==> src/rtl/cma_pkg.sv <==
// Shared types and constants for the centered moving average block.
// Used by the controller, the datapath and the top level; no dependencies.
package cma_pkg;

  // Default configuration of the top-level parameters.
  localparam int unsigned MaxHalfWindowDef = 7;
  localparam int unsigned SampleBitsDef    = 24;

  // Half-window register: width and value after reset.
  localparam int unsigned HwBits  = 3;
  localparam logic [HwBits-1:0] HwReset = 3'd1;

  // Commands from the controller to the datapath.
  typedef struct packed {
    logic shift;     // push the accepted sample into the window store
    logic start;     // clear the accumulator and the read index
    logic acc;       // add the indexed store entry to the accumulator
    logic load_div;  // load the divider from the finished sum
    logic div_step;  // one restoring division step
    logic load_out;  // move the quotient into the output register
    logic last;      // last-result flag that goes with load_out
  } cma_cmd_t;

  // Status from the datapath to the controller.
  typedef struct packed {
    logic sum_last;  // the current add is the final one of the window
    logic div_last;  // the current division step is the final one
  } cma_status_t;

endpackage

==> src/rtl/cma_datapath.sv <==
// Datapath of the centered moving average: window store, accumulator,
// bit-serial divider and output register. Depends on cma_pkg.
module cma_datapath #(
  parameter int unsigned MAX_HALF_WINDOW = cma_pkg::MaxHalfWindowDef,
  parameter int unsigned SAMPLE_BITS     = cma_pkg::SampleBitsDef,
  localparam int unsigned Depth  = 2 * MAX_HALF_WINDOW + 1,
  localparam int unsigned CntW   = $clog2(Depth + 1)
) (
  input  logic                     clk_i,
  input  cma_pkg::cma_cmd_t        cmd_i,
  input  logic [CntW-1:0]          cnt_i,
  input  logic [SAMPLE_BITS-1:0]   sample_i,
  output cma_pkg::cma_status_t     status_o,
  output logic [SAMPLE_BITS-1:0]   result_o,
  output logic                     result_last_o
);
  import cma_pkg::*;

  localparam int unsigned IdxW = $clog2(Depth);
  localparam int unsigned ExtW = $clog2(Depth);
  localparam int unsigned SumW = SAMPLE_BITS + ExtW;
  localparam int unsigned BitW = $clog2(SAMPLE_BITS);

  logic [SAMPLE_BITS-1:0] store_q [Depth];
  logic [IdxW-1:0]        idx_q, idx_d;
  logic [SumW-1:0]        acc_q, acc_d, sum_next;
  logic [CntW-1:0]        rem_q, rem_d;
  logic [SAMPLE_BITS-1:0] dq_q, dq_d;
  logic [BitW-1:0]        bit_q, bit_d;
  logic [SAMPLE_BITS-1:0] out_q;
  logic                   out_last_q;
  logic [CntW:0]          trial;
  logic                   trial_ge;

  // Running sum with the entry under the read index added.
  assign sum_next = acc_q + SumW'(store_q[idx_q]);

  // One restoring step: shift in the next dividend bit, subtract if it fits.
  assign trial    = {rem_q, dq_q[SAMPLE_BITS-1]};
  assign trial_ge = (trial >= {1'b0, cnt_i});

  assign status_o.sum_last = (idx_q == IdxW'(cnt_i - 1'b1));
  assign status_o.div_last = (bit_q == '0);

  // Next values of the accumulator and divider registers.
  always_comb begin
    idx_d = idx_q;
    acc_d = acc_q;
    rem_d = rem_q;
    dq_d  = dq_q;
    bit_d = bit_q;
    if (cmd_i.start) begin
      idx_d = '0;
      acc_d = '0;
    end else if (cmd_i.acc) begin
      idx_d = idx_q + 1'b1;
      acc_d = sum_next;
    end
    if (cmd_i.load_div) begin
      // The sum is below cnt * 2^SAMPLE_BITS, so its upper part is below cnt.
      rem_d = CntW'(sum_next[SumW-1:SAMPLE_BITS]);
      dq_d  = sum_next[SAMPLE_BITS-1:0];
      bit_d = BitW'(SAMPLE_BITS - 1);
    end else if (cmd_i.div_step) begin
      rem_d = trial_ge ? CntW'(trial - {1'b0, cnt_i}) : trial[CntW-1:0];
      dq_d  = {dq_q[SAMPLE_BITS-2:0], trial_ge};
      bit_d = bit_q - 1'b1;
    end
  end

  // Window store: entry 0 holds the newest sample.
  always_ff @(posedge clk_i) begin
    if (cmd_i.shift) begin
      store_q[0] <= sample_i;
      for (int i = 1; i < Depth; i++) begin
        store_q[i] <= store_q[i-1];
      end
    end
  end

  // Arithmetic and output registers carry payload only.
  always_ff @(posedge clk_i) begin
    idx_q <= idx_d;
    acc_q <= acc_d;
    rem_q <= rem_d;
    dq_q  <= dq_d;
    bit_q <= bit_d;
    if (cmd_i.load_out) begin
      out_q      <= dq_q;
      out_last_q <= cmd_i.last;
    end
  end

  assign result_o      = out_q;
  assign result_last_o = out_last_q;

endmodule

==> src/rtl/cma_controller.sv <==
// Controller of the centered moving average: block counters, half-window
// register, result sequencing and output handshake. Depends on cma_pkg.
module cma_controller #(
  parameter int unsigned MAX_HALF_WINDOW = cma_pkg::MaxHalfWindowDef,
  localparam int unsigned Depth = 2 * MAX_HALF_WINDOW + 1,
  localparam int unsigned CntW  = $clog2(Depth + 1)
) (
  input  logic                        clk_i,
  input  logic                        rst_ni,
  input  logic                        cfg_we_i,
  input  logic [cma_pkg::HwBits-1:0]  cfg_wdata_i,
  input  logic                        in_valid_i,
  input  logic                        in_last_i,
  output logic                        in_ready_o,
  output logic                        out_valid_o,
  input  logic                        out_ready_i,
  input  cma_pkg::cma_status_t        status_i,
  output cma_pkg::cma_cmd_t           cmd_o,
  output logic [CntW-1:0]             cnt_o
);
  import cma_pkg::*;

  localparam int unsigned PendW = $clog2(MAX_HALF_WINDOW + 2);

  typedef enum logic [1:0] {
    StIdle,
    StSum,
    StDiv,
    StWrite
  } state_e;

  state_e            state_q, state_d;
  logic [HwBits-1:0] hw_q, hw_d;
  logic [CntW-1:0]   rcv_q, rcv_d, rcv_inc;
  logic [PendW-1:0]  pend_q, pend_d;
  logic [PendW-1:0]  left_q, left_d;
  logic              flush_q, flush_d;
  logic [CntW-1:0]   cnt_q, cnt_d;
  logic              out_valid_q, out_valid_d;
  logic [PendW-1:0]  h;
  logic [CntW-1:0]   win_len;
  logic [CntW-1:0]   flush_cnt_first, flush_cnt_next;
  logic              out_free;

  // Effective half window, clamped to what the store can hold.
  assign h = (32'(hw_q) > 32'(MAX_HALF_WINDOW)) ? PendW'(MAX_HALF_WINDOW) : PendW'(hw_q);
  assign win_len = CntW'({h, 1'b1});
  assign rcv_inc = (rcv_q < win_len) ? rcv_q + 1'b1 : rcv_q;

  // Window sizes during a flush are clipped to the samples of the block.
  always_comb begin
    logic [CntW-1:0] span_first;
    logic [CntW-1:0] span_next;
    span_first      = CntW'(pend_q) + CntW'(1) + CntW'(h);
    span_next       = CntW'(left_q) - CntW'(1) + CntW'(h);
    flush_cnt_first = (span_first > rcv_inc) ? rcv_inc : span_first;
    flush_cnt_next  = (span_next > rcv_q) ? rcv_q : span_next;
  end

  assign out_free = !out_valid_q || out_ready_i;

  // Next-state and command logic.
  always_comb begin
    state_d     = state_q;
    hw_d        = hw_q;
    rcv_d       = rcv_q;
    pend_d      = pend_q;
    left_d      = left_q;
    flush_d     = flush_q;
    cnt_d       = cnt_q;
    out_valid_d = out_valid_q && !out_ready_i;
    cmd_o       = '0;
    unique case (state_q)
      StIdle: begin
        if (in_valid_i) begin
          cmd_o.shift = 1'b1;
          rcv_d       = rcv_inc;
          if (!in_last_i) begin
            if (pend_q < h) begin
              pend_d = pend_q + 1'b1;
            end else begin
              flush_d     = 1'b0;
              left_d      = PendW'(1);
              cnt_d       = rcv_inc;
              cmd_o.start = 1'b1;
              state_d     = StSum;
            end
          end else begin
            flush_d     = 1'b1;
            left_d      = pend_q + 1'b1;
            cnt_d       = flush_cnt_first;
            cmd_o.start = 1'b1;
            state_d     = StSum;
          end
        end
      end
      StSum: begin
        cmd_o.acc = 1'b1;
        if (status_i.sum_last) begin
          cmd_o.load_div = 1'b1;
          state_d        = StDiv;
        end
      end
      StDiv: begin
        cmd_o.div_step = 1'b1;
        if (status_i.div_last) begin
          state_d = StWrite;
        end
      end
      StWrite: begin
        if (out_free) begin
          cmd_o.load_out = 1'b1;
          cmd_o.last     = flush_q && (left_q == PendW'(1));
          out_valid_d    = 1'b1;
          if (flush_q && (left_q > PendW'(1))) begin
            left_d      = left_q - 1'b1;
            cnt_d       = flush_cnt_next;
            cmd_o.start = 1'b1;
            state_d     = StSum;
          end else begin
            if (flush_q) begin
              rcv_d  = '0;
              pend_d = '0;
            end
            state_d = StIdle;
          end
        end
      end
      default: state_d = StIdle;
    endcase
    // A register write opens a new block.
    if (cfg_we_i) begin
      hw_d   = cfg_wdata_i;
      rcv_d  = '0;
      pend_d = '0;
    end
  end

  // State and registered outputs.
  always_ff @(posedge clk_i or negedge rst_ni) begin
    if (!rst_ni) begin
      state_q     <= StIdle;
      hw_q        <= HwReset;
      rcv_q       <= '0;
      pend_q      <= '0;
      left_q      <= '0;
      flush_q     <= 1'b0;
      cnt_q       <= CntW'(1);
      out_valid_q <= 1'b0;
    end else begin
      state_q     <= state_d;
      hw_q        <= hw_d;
      rcv_q       <= rcv_d;
      pend_q      <= pend_d;
      left_q      <= left_d;
      flush_q     <= flush_d;
      cnt_q       <= cnt_d;
      out_valid_q <= out_valid_d;
    end
  end

  assign in_ready_o  = (state_q == StIdle);
  assign out_valid_o = out_valid_q;
  assign cnt_o       = cnt_q;

endmodule

==> src/rtl/centered_moving_average.sv <==
// Top level of the centered moving average filter over sample blocks.
// Instantiates cma_controller and cma_datapath; depends on cma_pkg.
//
//   Channel   Direction  Request holds
//   s_axis    in         tdata: sample; tlast: block_end
//   m_axis    out        tdata: filtered_value; tlast: last_result
//   cfg       in         cfg_wdata_i: half_window, written when cfg_we_i is high
//
// A sample that owes no result is taken without leaving the idle state. Each
// result is computed in order: the accumulator adds up the n window samples,
// the restoring divider produces one quotient bit per cycle, and one write
// moves the quotient into the output register. The last sample of a block
// flushes up to half_window + 1 results back to back. The output register
// lets the next sample in while a result waits; a stalled output stops only
// the next write-back. Reset clears the counters and sets half_window to 1.
module centered_moving_average #(
  parameter int unsigned MAX_HALF_WINDOW = cma_pkg::MaxHalfWindowDef,
  parameter int unsigned SAMPLE_BITS     = cma_pkg::SampleBitsDef,
  localparam int unsigned TdataW = ((SAMPLE_BITS + 7) / 8) * 8
) (
  input  logic                        clk_i,
  input  logic                        rst_ni,
  input  logic                        cfg_we_i,
  input  logic [cma_pkg::HwBits-1:0]  cfg_wdata_i,    // half_window
  input  logic                        s_axis_tvalid,
  output logic                        s_axis_tready,
  input  logic [TdataW-1:0]           s_axis_tdata,   // [SAMPLE_BITS-1:0] sample
  input  logic                        s_axis_tlast,
  output logic                        m_axis_tvalid,
  input  logic                        m_axis_tready,
  output logic [TdataW-1:0]           m_axis_tdata,   // [SAMPLE_BITS-1:0] filtered_value
  output logic                        m_axis_tlast
);
  import cma_pkg::*;

  localparam int unsigned Depth = 2 * MAX_HALF_WINDOW + 1;
  localparam int unsigned CntW  = $clog2(Depth + 1);

  cma_cmd_t               cmd;
  cma_status_t            status;
  logic [CntW-1:0]        cnt;
  logic [SAMPLE_BITS-1:0] result;

  cma_controller #(
    .MAX_HALF_WINDOW(MAX_HALF_WINDOW)
  ) u_ctrl (
    .clk_i       (clk_i),
    .rst_ni      (rst_ni),
    .cfg_we_i    (cfg_we_i),
    .cfg_wdata_i (cfg_wdata_i),
    .in_valid_i  (s_axis_tvalid),
    .in_last_i   (s_axis_tlast),
    .in_ready_o  (s_axis_tready),
    .out_valid_o (m_axis_tvalid),
    .out_ready_i (m_axis_tready),
    .status_i    (status),
    .cmd_o       (cmd),
    .cnt_o       (cnt)
  );

  cma_datapath #(
    .MAX_HALF_WINDOW(MAX_HALF_WINDOW),
    .SAMPLE_BITS    (SAMPLE_BITS)
  ) u_dp (
    .clk_i         (clk_i),
    .cmd_i         (cmd),
    .cnt_i         (cnt),
    .sample_i      (s_axis_tdata[SAMPLE_BITS-1:0]),
    .status_o      (status),
    .result_o      (result),
    .result_last_o (m_axis_tlast)
  );

  // Zero padding up to whole bytes.
  assign m_axis_tdata = TdataW'(result);

endmodule

==> config.mk <==
export PLATFORM = sky130hd
export DESIGN_NAME = centered_moving_average
export DESIGN_NICKNAME = d
export VERILOG_FILES = /design/src/rtl/cma_pkg.sv /design/src/rtl/cma_datapath.sv /design/src/rtl/cma_controller.sv /design/src/rtl/centered_moving_average.sv
export SDC_FILE = /design/constraint.sdc
export NUM_CORES = 1
export LEC_CHECK = 0
export BUFFER_PORTS_ARGS = -buffer_cell sky130_fd_sc_hd__buf_2
export CAP_MARGIN = 20
export CORE_MARGIN = 3
export CORE_UTILIZATION = 42
export DETAILED_ROUTE_END_ITERATION = 16
export GPL_TIMING_DRIVEN = 0
export PLACE_DENSITY = 0.62
export SLEW_MARGIN = 20
export SYNTH_ARGS = -nofsm -noshare
export SYNTH_HDL_FRONTEND = slang
export SYNTH_HIERARCHICAL = 1
export SYNTH_SLANG_ARGS = --single-unit
==> constraint.sdc <==
create_clock -name clk_i -period 17.7 [get_ports clk_i]
set_input_delay 3.54 -clock clk_i [delete_from_list [all_inputs] [get_ports clk_i]]
set_output_delay 3.54 -clock clk_i [all_outputs]
set_load 0.03 [all_outputs]
==> out/qor.csv, run 1 <==
metric,value,unit
status,"finished, final reports clean",
crit_path_end_kind,register,
h-tree-depth,2,
io_pins,60,
critical_path_class,input pin to register,
wirelength,42600,um
nets,1515,
yosysMostFrequentCell,edfxtp_1,
cts_max_path_buffers,3,
arrival,6.23,ns
r2r-end,u_dp/dq_q[21],
rr_worst_depth,12,
skew,0.0353,ns
place.gp.congestion,0.850,
critical_path_required,18.15,ns
netlist.area_leader.share,0.593,
wire_per_inst,20.1,um
hold_slack,0.440,ns
startpoint_type,input pin,
postCtsHoldBufs,0,
postCtsSetupRepairBufs,0,
num_rows,81,
area_delta_synth_final,14.4,%
use_met1,0.240,
synth-main-ff-cell,edfxtp_1,
use_met3,0.0359,
grt-ovfl-total,0,
dr.pass1.iters,5,
core-area,49100,um2
final_cells,2123,
netlist_instances,1305,
dieArea,52500,um2
use_met2,0.249,
ys_ff_latch,477,
drv_slew,0,
syn_avg_cell_area,16.0,um2
tightestPinTransition,0.971,ns
synth_area_leaders,"edfxtp_1 59%, mux4_2 10%, dfxtp_1 3.9%",
cap_violations,0,
first_iter_violations,929,
route.vias.total,11500,
min_from,u_dp/store_q[7][20],
dp_cells,2034,
synth_nets,1398,
busiest_layer,met2,
setup_viol,0,
synth_edf_count,413,
ff2ff_setup_slack,12.53,ns
numCtsBuffers,50,
cts_sinks,477,
die_w,229,um
yosysWarnings,6,
slew_headroom,0.348,
insertion_delay,0.61,ns
track_usage,0.164,
start_util,0.427,
drive_gt1_frac,0.207,
vias_per_cell,5.40,
hold_viol_final,0,
ys_types,81,
synthArstFlopShare,0.0482,
n_antenna_cell,0,
synth_top_area_cell,edfxtp_1,
grt_pass1_wl,67700,um
clockRootBuffer,clkbuf_16,
ys_seq_area_frac,0.660,
rsz0062_at_grt,false,
grt_max_degree,63,
netlist_area,20900,um2
drcViolationCount,0,
cp_max_fo,10,
die_y,229,um
cts.reportedPaths.clkPinSlew,0.06,ns
hold_end,u_dp/store_q[8][20],
period_share,0.326,
ys_top_cells_by_count,"413 x edfxtp_1, 96 x mux4_2, 82 x nand2_1, 65 x nor2_1, 59 x o21ai_0",
place_hpwl,29000,um
cts_tree,yes,
antenna_found_initial,0,
cts_resized,0,
hold_depth,0,
period_minus_slack,5.78,ns
grt_pass1_vias,11600,
hold_path.class,register to register,
antenna_left,0,
io_buffers,58,
max_freq,173,MHz
[area by class of cell]
| class | count | area [um2] |
|---|---|---|
| tap | 664 | 831 |
| buffer | 57 | 243 |
| fill | 4207 | 25100 |
| clock inverter | 28 | 409 |
| inverter | 48 | 180 |
| multi-input combinational | 723 | 6700 |
| sequential | 477 | 13800 |
| clock buffer | 61 | 1300 |
| timing repair buffer | 65 | 475 |
[sequential cells by signal, indices dropped and copies added, names as in the netlist, 2 cells and up, named ones only]
signal and count:
u_ctrl/cnt_o 4, u_ctrl/hw_q 3, u_ctrl/left_q 4, u_ctrl/pend_q 4
u_ctrl/rcv_q 4, u_ctrl/state_q 2, u_dp/acc_q 28, u_dp/bit_q 5
u_dp/dq_q 24, u_dp/idx_q 4, u_dp/rem_q 4, u_dp/result_o 24
u_dp/store_q 360
[cells in the final DEF (no fill, tap or decap), types with 5 or more instances in the layout]
cell | Yosys | final
clkinv_2 | 0 | 6
xnor2_1 | 32 | 32
nand2_1 | 82 | 82
buf_1 | 6 | 5
a21o_1 | 20 | 20
nor2b_1 | 9 | 9
a211oi_1 | 6 | 6
o211ai_1 | 5 | 5
buf_2 | 13 | 71
xor2_1 | 17 | 17
mux2i_1 | 49 | 49
nor3_1 | 15 | 15
nand2b_1 | 11 | 11
buf_16 | 0 | 6
bufinv_16 | 0 | 9
clkinv_1 | 0 | 10
nor2_1 | 65 | 65
mux4_2 | 96 | 96
dfrtp_1 | 21 | 21
clkbuf_16 | 0 | 50
and2_1 | 8 | 7
o31ai_1 | 5 | 5
nand4_1 | 7 | 7
a31oi_1 | 8 | 8
inv_1 | 48 | 47
clkbuf_1 | 36 | 46
and3_1 | 5 | 5
dfxtp_1 | 41 | 41
ha_1 | 56 | 56
a22oi_1 | 5 | 5
mux2_2 | 24 | 24
edfxtp_1 | 413 | 413
a21oi_1 | 45 | 45
nand3_1 | 11 | 11
o21ai_0 | 59 | 59
[per-layer routing]
metal | routed length [um] | part of all wire | up-vias
met2 | 19400 | 0.46 | 275
met4 | 988 | 0.023 | 0
li1 | - | - | 5328
met3 | 2180 | 0.051 | 66
met5 | 0 | 0 | -
met1 | 20000 | 0.47 | 5794
[worst max-delay path by stage]
stage | cells past startpoint | slack, ns | start | end
2_1_floorplan | 4 | 4.08 | s_axis_tvalid | u_ctrl/pend_q[0]
3_3_place_gp | 5 | -0.37 | s_axis_tvalid | u_ctrl/pend_q[0]
3_5_place_dp | 9 | 11.30 | m_axis_tready | register
4_1_cts | 9 | 11.95 | m_axis_tready | register
5_1_grt | 9 | 11.81 | m_axis_tready | register
6_report | 9 | 11.92 | m_axis_tready | register
[logic make-up after synthesis]
logic type                 Yosys count  synth area share
xor gates and xnor gates            49            0.0205
buffers and inverters              105            0.0202
DFF                                477             0.660
adders and majority gates           61            0.0379
muxes                              170             0.140
AOI/OAI and AO/OA                  203            0.0666
and+or+nand+nor                    240            0.0548
[worst max-delay path, stage by stage]
cell      delay, ns
buf_2          0.07
nand2b_1       0.20
nand2_1        0.13
or2_2          0.32
clkbuf_1       0.18
a21oi_1        0.63
clkbuf_1       0.47
clkbuf_1       0.51
nor2_1         0.17
[through the flow]
| stage | worst slack [ns] | area [um2] | utilization | TNS (ns) |
|---|---|---|---|---|
| after floorplan | 4.08 | 20900 | - | 0 |
| final | 11.92 | 23900 | 0.488 | 0 |
| after CTS | 11.95 | 23900 | 0.488 | 0 |
| after global routing | 11.81 | 23900 | 0.488 | 0 |
| after detailed placement | 11.30 | 22200 | 0.453 | 0 |
| after global placement | -0.367 | 22000 | 0.449 | -0.427 |
Power of run 1 is not shown: default switching activity piles up to over one toggle a cycle in this logic, so the estimate is an artifact.
==> inputs of run 2 (changes only) <==
clock period = 5.7 ns   (was 17.7 ns; I/O delays follow)
==> run 2 against run 1 <==
Critical path type is now register to register; design area fell by 0.30%; setup slack got worse by 11 ns; first-iteration DRC count rose by 5.2%; cell count rose by 0.14%.
==> out/qor.csv, run 2 (synthesis results as in run 1) <==
metric,value,unit,change
status,"finished, final reports clean",,unchanged
period_minus_slack,5.09,ns,
r2r-end,u_dp/dq_q[21],,unchanged
cap_violations,0,,unchanged
h-tree-depth,2,,unchanged
rsz0062_at_grt,false,,unchanged
tightestPinTransition,1.01,ns,was 0.971 ns
vias_per_cell,5.41,,was 5.40
rr_worst_depth,12,,unchanged
final_common_cell,edfxtp_1,,unchanged
clockRootBuffer,clkbuf_16,,unchanged
drive_gt1_frac,0.204,,was 0.207
area_delta_synth_final,14.1,%,was 14.4%
place.gp.congestion,0.876,,was 0.850
core-area,49100,um2,unchanged
place_hpwl,29100,um,was 29000 um
hold_viol_final,0,,unchanged
drcViolationCount,0,,unchanged
dieArea,52500,um2,unchanged
wire_per_inst,20.3,um,was 20.1 um
postCtsSetupRepairBufs,0,,unchanged
setup_viol,0,,unchanged
critical_path_required,6.04,ns,was 18.15 ns
skew,0.0241,ns,was 0.0353 ns
period_share,0.894,,
num_rows,81,,unchanged
postCtsHoldBufs,0,,unchanged
io_buffers,58,,unchanged
hold_path.class,register to register,,unchanged
largest_register_ffs,360,,unchanged
track_usage,0.164,,about the same
regMostFlops,u_dp/store_q,,unchanged
antenna_found_initial,0,,unchanged
cts_sinks,477,,unchanged
grt_pass1_wl,67400,um,was 67700 um
arrival,5.44,ns,was 6.23 ns
antenna_left,0,,unchanged
io_pins,60,,unchanged
ff2ff_setup_slack,0.61,ns,was 12.53 ns
numCtsBuffers,51,,was 50
grt_pass1_vias,11500,,was 11600
critPathCapture,u_dp/dq_q[21],,
cts_max_path_buffers,3,,unchanged
cp_max_fo,10,,unchanged
cts_tree,yes,,unchanged
critical_path_class,register to register,,was input pin to register
drv_slew,0,,unchanged
crit_path_end_kind,register,,unchanged
cts.reportedPaths.clkPinSlew,0.06,ns,about the same
start_util,0.427,,unchanged
reg.largest.list,"u_dp/store_q x360, u_dp/acc_q x28",,unchanged
cts_resized,0,,unchanged
hold_slack,0.438,ns,was 0.440 ns
n_antenna_cell,0,,unchanged
startpoint_type,register,,was input pin
grt_max_degree,62,,was 63
dr.pass1.iters,5,,unchanged
slew_headroom,0.323,,was 0.348
die_y,229,um,unchanged
final_cell_mix,"413 x edfxtp_1, 96 x mux4_2, 82 x nand2_1",,unchanged
first_iter_violations,977,,was 929
max_freq,196,MHz,
nets,1516,,was 1515
route.vias.total,11500,,about the same
insertion_delay,0.61,ns,about the same
grt-ovfl-total,0,,unchanged
wirelength,43100,um,was 42600 um
die_w,229,um,unchanged
run 2: area by class of cell:
type,count,area (um2)
Inverter,48,180
Multi-Input combinational cell,723,6700
Clock inverter,26,330
Buffer,57,243
Clock buffer,66,1330
Timing Repair Buffer,65,453
Fill cell,4213,25200
Sequential cell,477,13800
Tap cell,664,831
run 2: metal layers:
layer  track usage  share of wire  vias up
met4        0.0524          0.024        0
li1              -              -     5333
met1         0.238           0.46     5863
met3        0.0270          0.046       67
met5             0              0        -
met2         0.255           0.47      245
run 2: worst min-delay path by stage:
stage	from	cells after the start	endpoint
floorplan	u_dp/dq_q[16]	0	u_dp/result_o[16]
global placement	u_dp/store_q[10][16]	0	u_dp/store_q[11][16]
detailed placement	u_dp/store_q[2][8]	0	u_dp/store_q[3][8]
CTS	u_dp/store_q[6][2]	0	u_dp/store_q[7][2]
global route	u_dp/store_q[3][12]	0	u_dp/store_q[4][12]
finish	u_dp/store_q[7][15]	0	u_dp/store_q[8][15]
run 2: through the flow:
| stage | setup WS (ns) | area [um2] | TNS (ns) | util | cells |
|---|---|---|---|---|---|
| 2_1_floorplan | 0.969 | 20900 | 0 | - | 1305 |
| 3_3_place_gp | -0.402 | 22000 | -0.995 | 0.449 | 2027 |
| 3_5_place_dp | 0.667 | 22200 | 0 | 0.453 | 2034 |
| 4_1_cts | 0.640 | 23900 | 0 | 0.487 | 2126 |
| 5_1_grt | 0.288 | 23900 | 0 | 0.487 | 2126 |
| 6_report | 0.606 | 23900 | 0 | 0.487 | 2126 |
run 2: worst max-delay path: stages (launching register included):
cell	delay, ns
dfxtp_1	0.41
clkbuf_1	0.51
clkbuf_1	0.78
mux4_2	0.45
mux4_2	0.53
ha_1	0.38
o211ai_1	0.13
o21ai_1	0.34
a21oi_2	0.16
a21oi_1	0.45
a31oi_1	0.20
xnor2_1	0.21
mux2_4	0.28
Power of run 2 is left out for the same reason.
==> inputs of run 3 (changes only) <==
--- a/config.mk
+++ b/config.mk
@@ -14,2 +14,3 @@
 export PLACE_DENSITY = 0.62
+export RECOVER_POWER = 100
 export SLEW_MARGIN = 20
==> constraint.sdc (replaced) <==
create_clock -name clk_i -period 5.7 [get_ports clk_i]
set_input_delay 0.285 -clock clk_i [delete_from_list [all_inputs] [get_ports clk_i]]
set_output_delay 0.285 -clock clk_i [all_outputs]
set_load 0.03 [all_outputs]
==> run 3 against run 2 <==
Flip-flop and latch count is the same; largest cell class unchanged; clock skew shrank 0.0017 ns; sequential share of layout area shrank 0.35 points; die area is the same; critical path depth is the same; cell count grew 1.4%; first-iteration DRC count shrank 0.51%; count of clock-buffer cells in the layout is the same; design area grew 0.61%; the run now ends with capacitance limit, slew limit left; non-clock buffer count grew 29; fmax shrank 2.8%; hold slack lost 0.36 ns.
==> out/qor.csv, run 3 (synthesis results as in run 1) <==
metric,value,unit,change
multi_input_area,6610,um2,was 6700 um2
cts.reportedPaths.clkPinSlew,0.06,ns,about the same
cts_sinks,477,,unchanged
max_freq,191,MHz,was 196 MHz
p_leak,8.38,nW,
final_cells,2155,,was 2126
fin_area,24000,um2,was 23900 um2
antenna_left,0,,unchanged
status,finished with violations,,"was finished, final reports clean"
vias_per_cell,5.40,,was 5.41
hold_depth,3,,was 0
insertion_delay,0.61,ns,about the same
reg.largest.list,"u_dp/store_q x360, u_dp/acc_q x28",,unchanged
grt_pass1_vias,11700,,was 11500
dr.pass1.iters,5,,unchanged
cts_max_path_buffers,3,,unchanged
grt-ovfl-total,0,,unchanged
start_util,0.427,,unchanged
rsz0062_at_grt,false,,unchanged
top_layer,met4,,unchanged
tns,0,ns,unchanged
final_cell_mix,"413 x edfxtp_1, 96 x mux4_2, 82 x nand2_1",,unchanged
antenna_found_initial,0,,unchanged
failed_checks,"capacitance limit, slew limit",,
drv_slew,57,,was 0
critical_path_class,register to register,,unchanged
track_usage,0.165,,was 0.164
nFillCells,4209,,was 4213
slew_headroom,-0.370,,was 0.323
final_common_cell,edfxtp_1,,unchanged
regMostFlops,u_dp/store_q,,unchanged
hold_viol_final,0,,unchanged
arrival,5.59,ns,was 5.44 ns
die_w,229,um,unchanged
powerDensity,660,nW/um2,
wl_met1,20100,um,was 19900 um
place.gp.congestion,0.876,,unchanged
crit_path_end_kind,register,,unchanged
route.vias.total,11600,,was 11500
hold_path.class,input pin to register,,was register to register
n_antenna_cell,0,,unchanged
skew,0.0225,ns,was 0.0241 ns
hold_slack,0.0813,ns,was 0.438 ns
cts_tree,yes,,unchanged
startpoint_type,register,,unchanged
nets,1545,,was 1516
core-area,49100,um2,unchanged
drive_gt1_frac,0.170,,was 0.204
finalPower,15.9,mW,
largest_register_ffs,360,,unchanged
wl_met2,20300,um,was 20200 um
dp_cells,2034,,unchanged
grt_max_degree,62,,unchanged
critical_path_required,6.04,ns,about the same
cap_violations,2,,was 0
period_share,0.920,,was 0.894
dieArea,52500,um2,unchanged
tightestPinTransition,2.05,ns,was 1.01 ns
io_pins,60,,unchanged
period_minus_slack,5.24,ns,was 5.09 ns
numCtsBuffers,51,,unchanged
ff_latch_area,13800,um2,unchanged
wire_per_inst,20.1,um,was 20.3 um
setup_viol,0,,unchanged
num_rows,81,,unchanged
cts_resized,0,,unchanged
place_hpwl,29100,um,unchanged
clockRootBuffer,clkbuf_16,,unchanged
io_buffers,58,,unchanged
peakVddDrop,0.256,mV,
wl_met3,1930,um,was 2000 um
h-tree-depth,2,,unchanged
wirelength,43400,um,was 43100 um
die_y,229,um,unchanged
first_iter_violations,972,,was 977
grt_pass1_wl,67800,um,was 67400 um
area_delta_synth_final,14.8,%,was 14.1%
rr_worst_depth,12,,unchanged
cp_max_fo,10,,unchanged
drcViolationCount,0,,unchanged
placed_area,22200,um2,unchanged
## run 3: cell types whose count changed in the layout (fill, tap and decap cells not counted), moves of 3 or more
cell           before  now
or2_0               0    3
o21ai_0            59   62
clkbuf_1           51   80
buf_2              71   43
dlygate4sd3_1       0   29
and2_0              0    4
## run 3: timing repair
action,4_1_cts,5_1_grt
hold buffers,29,0
endpoints found under the hold margin,49,0
buffers inserted,0,0
## run 3: critical path, cell delays in order, from the launching register on
cell and delay (ns):
dfxtp_1 0.41, clkbuf_1 0.52, clkbuf_1 0.76, mux4_2 0.45, mux4_2 0.53, ha_1 0.38, o211ai_1 0.12, o21ai_0 0.46
a21oi_2 0.18, a21oi_1 0.47, a31oi_1 0.21, xnor2_1 0.21, mux2_4 0.28
## run 3: area by class of cell
class / count / share of cell area
buffer: 57 / 0.0101
clock buffer: 66 / 0.0555
clock inverter: 26 / 0.0138
inverter: 48 / 0.00750
multi-input combinational: 723 / 0.275
sequential: 477 / 0.575
tap: 664 / 0.0346
timing repair buffer: 94 / 0.0287
## run 3: path summary, 6_finish.rpt
kind	from	endpoint	slack, ns
max reg2reg	register	u_dp/dq_q[21]	0.46
max	register	u_dp/dq_q[21]	0.46
min reg2reg	u_dp/store_q[7][15]	u_dp/store_q[8][15]	0.44
min	m_axis_tready	u_ctrl/out_valid_o	0.08
max in group asynchronous	rst_ni	u_ctrl/cnt_o[1]	4.33
min in group asynchronous	rst_ni	u_ctrl/rcv_q[0]	0.55
## run 3: metrics by stage
step / utilization / worst slack, ns
2_1_floorplan: - / 1.11
3_3_place_gp: 0.449 / 0.0190
3_5_place_dp: 0.453 / 0.667
4_1_cts: 0.493 / 0.640
5_1_grt: 0.490 / 0.150
6_report: 0.490 / 0.457
## run 3: where the power goes
part	switching (mW)	internal [mW]	total [mW]	leakage (nW)
sequential	0.473	5.07	5.54	4.45
combinational	4.19	2.84	7.03	3.13
clock	1.36	1.93	3.29	0.798
## run 3: metal layers
| layer | vias up | track usage |
|---|---|---|
| met3 | 67 | 0.0267 |
| met1 | 5929 | 0.238 |
| met2 | 245 | 0.258 |
| met4 | 0 | 0.0524 |
| met5 | - | 0 |
| li1 | 5390 | - |
(Power assumes the default switching activity.)
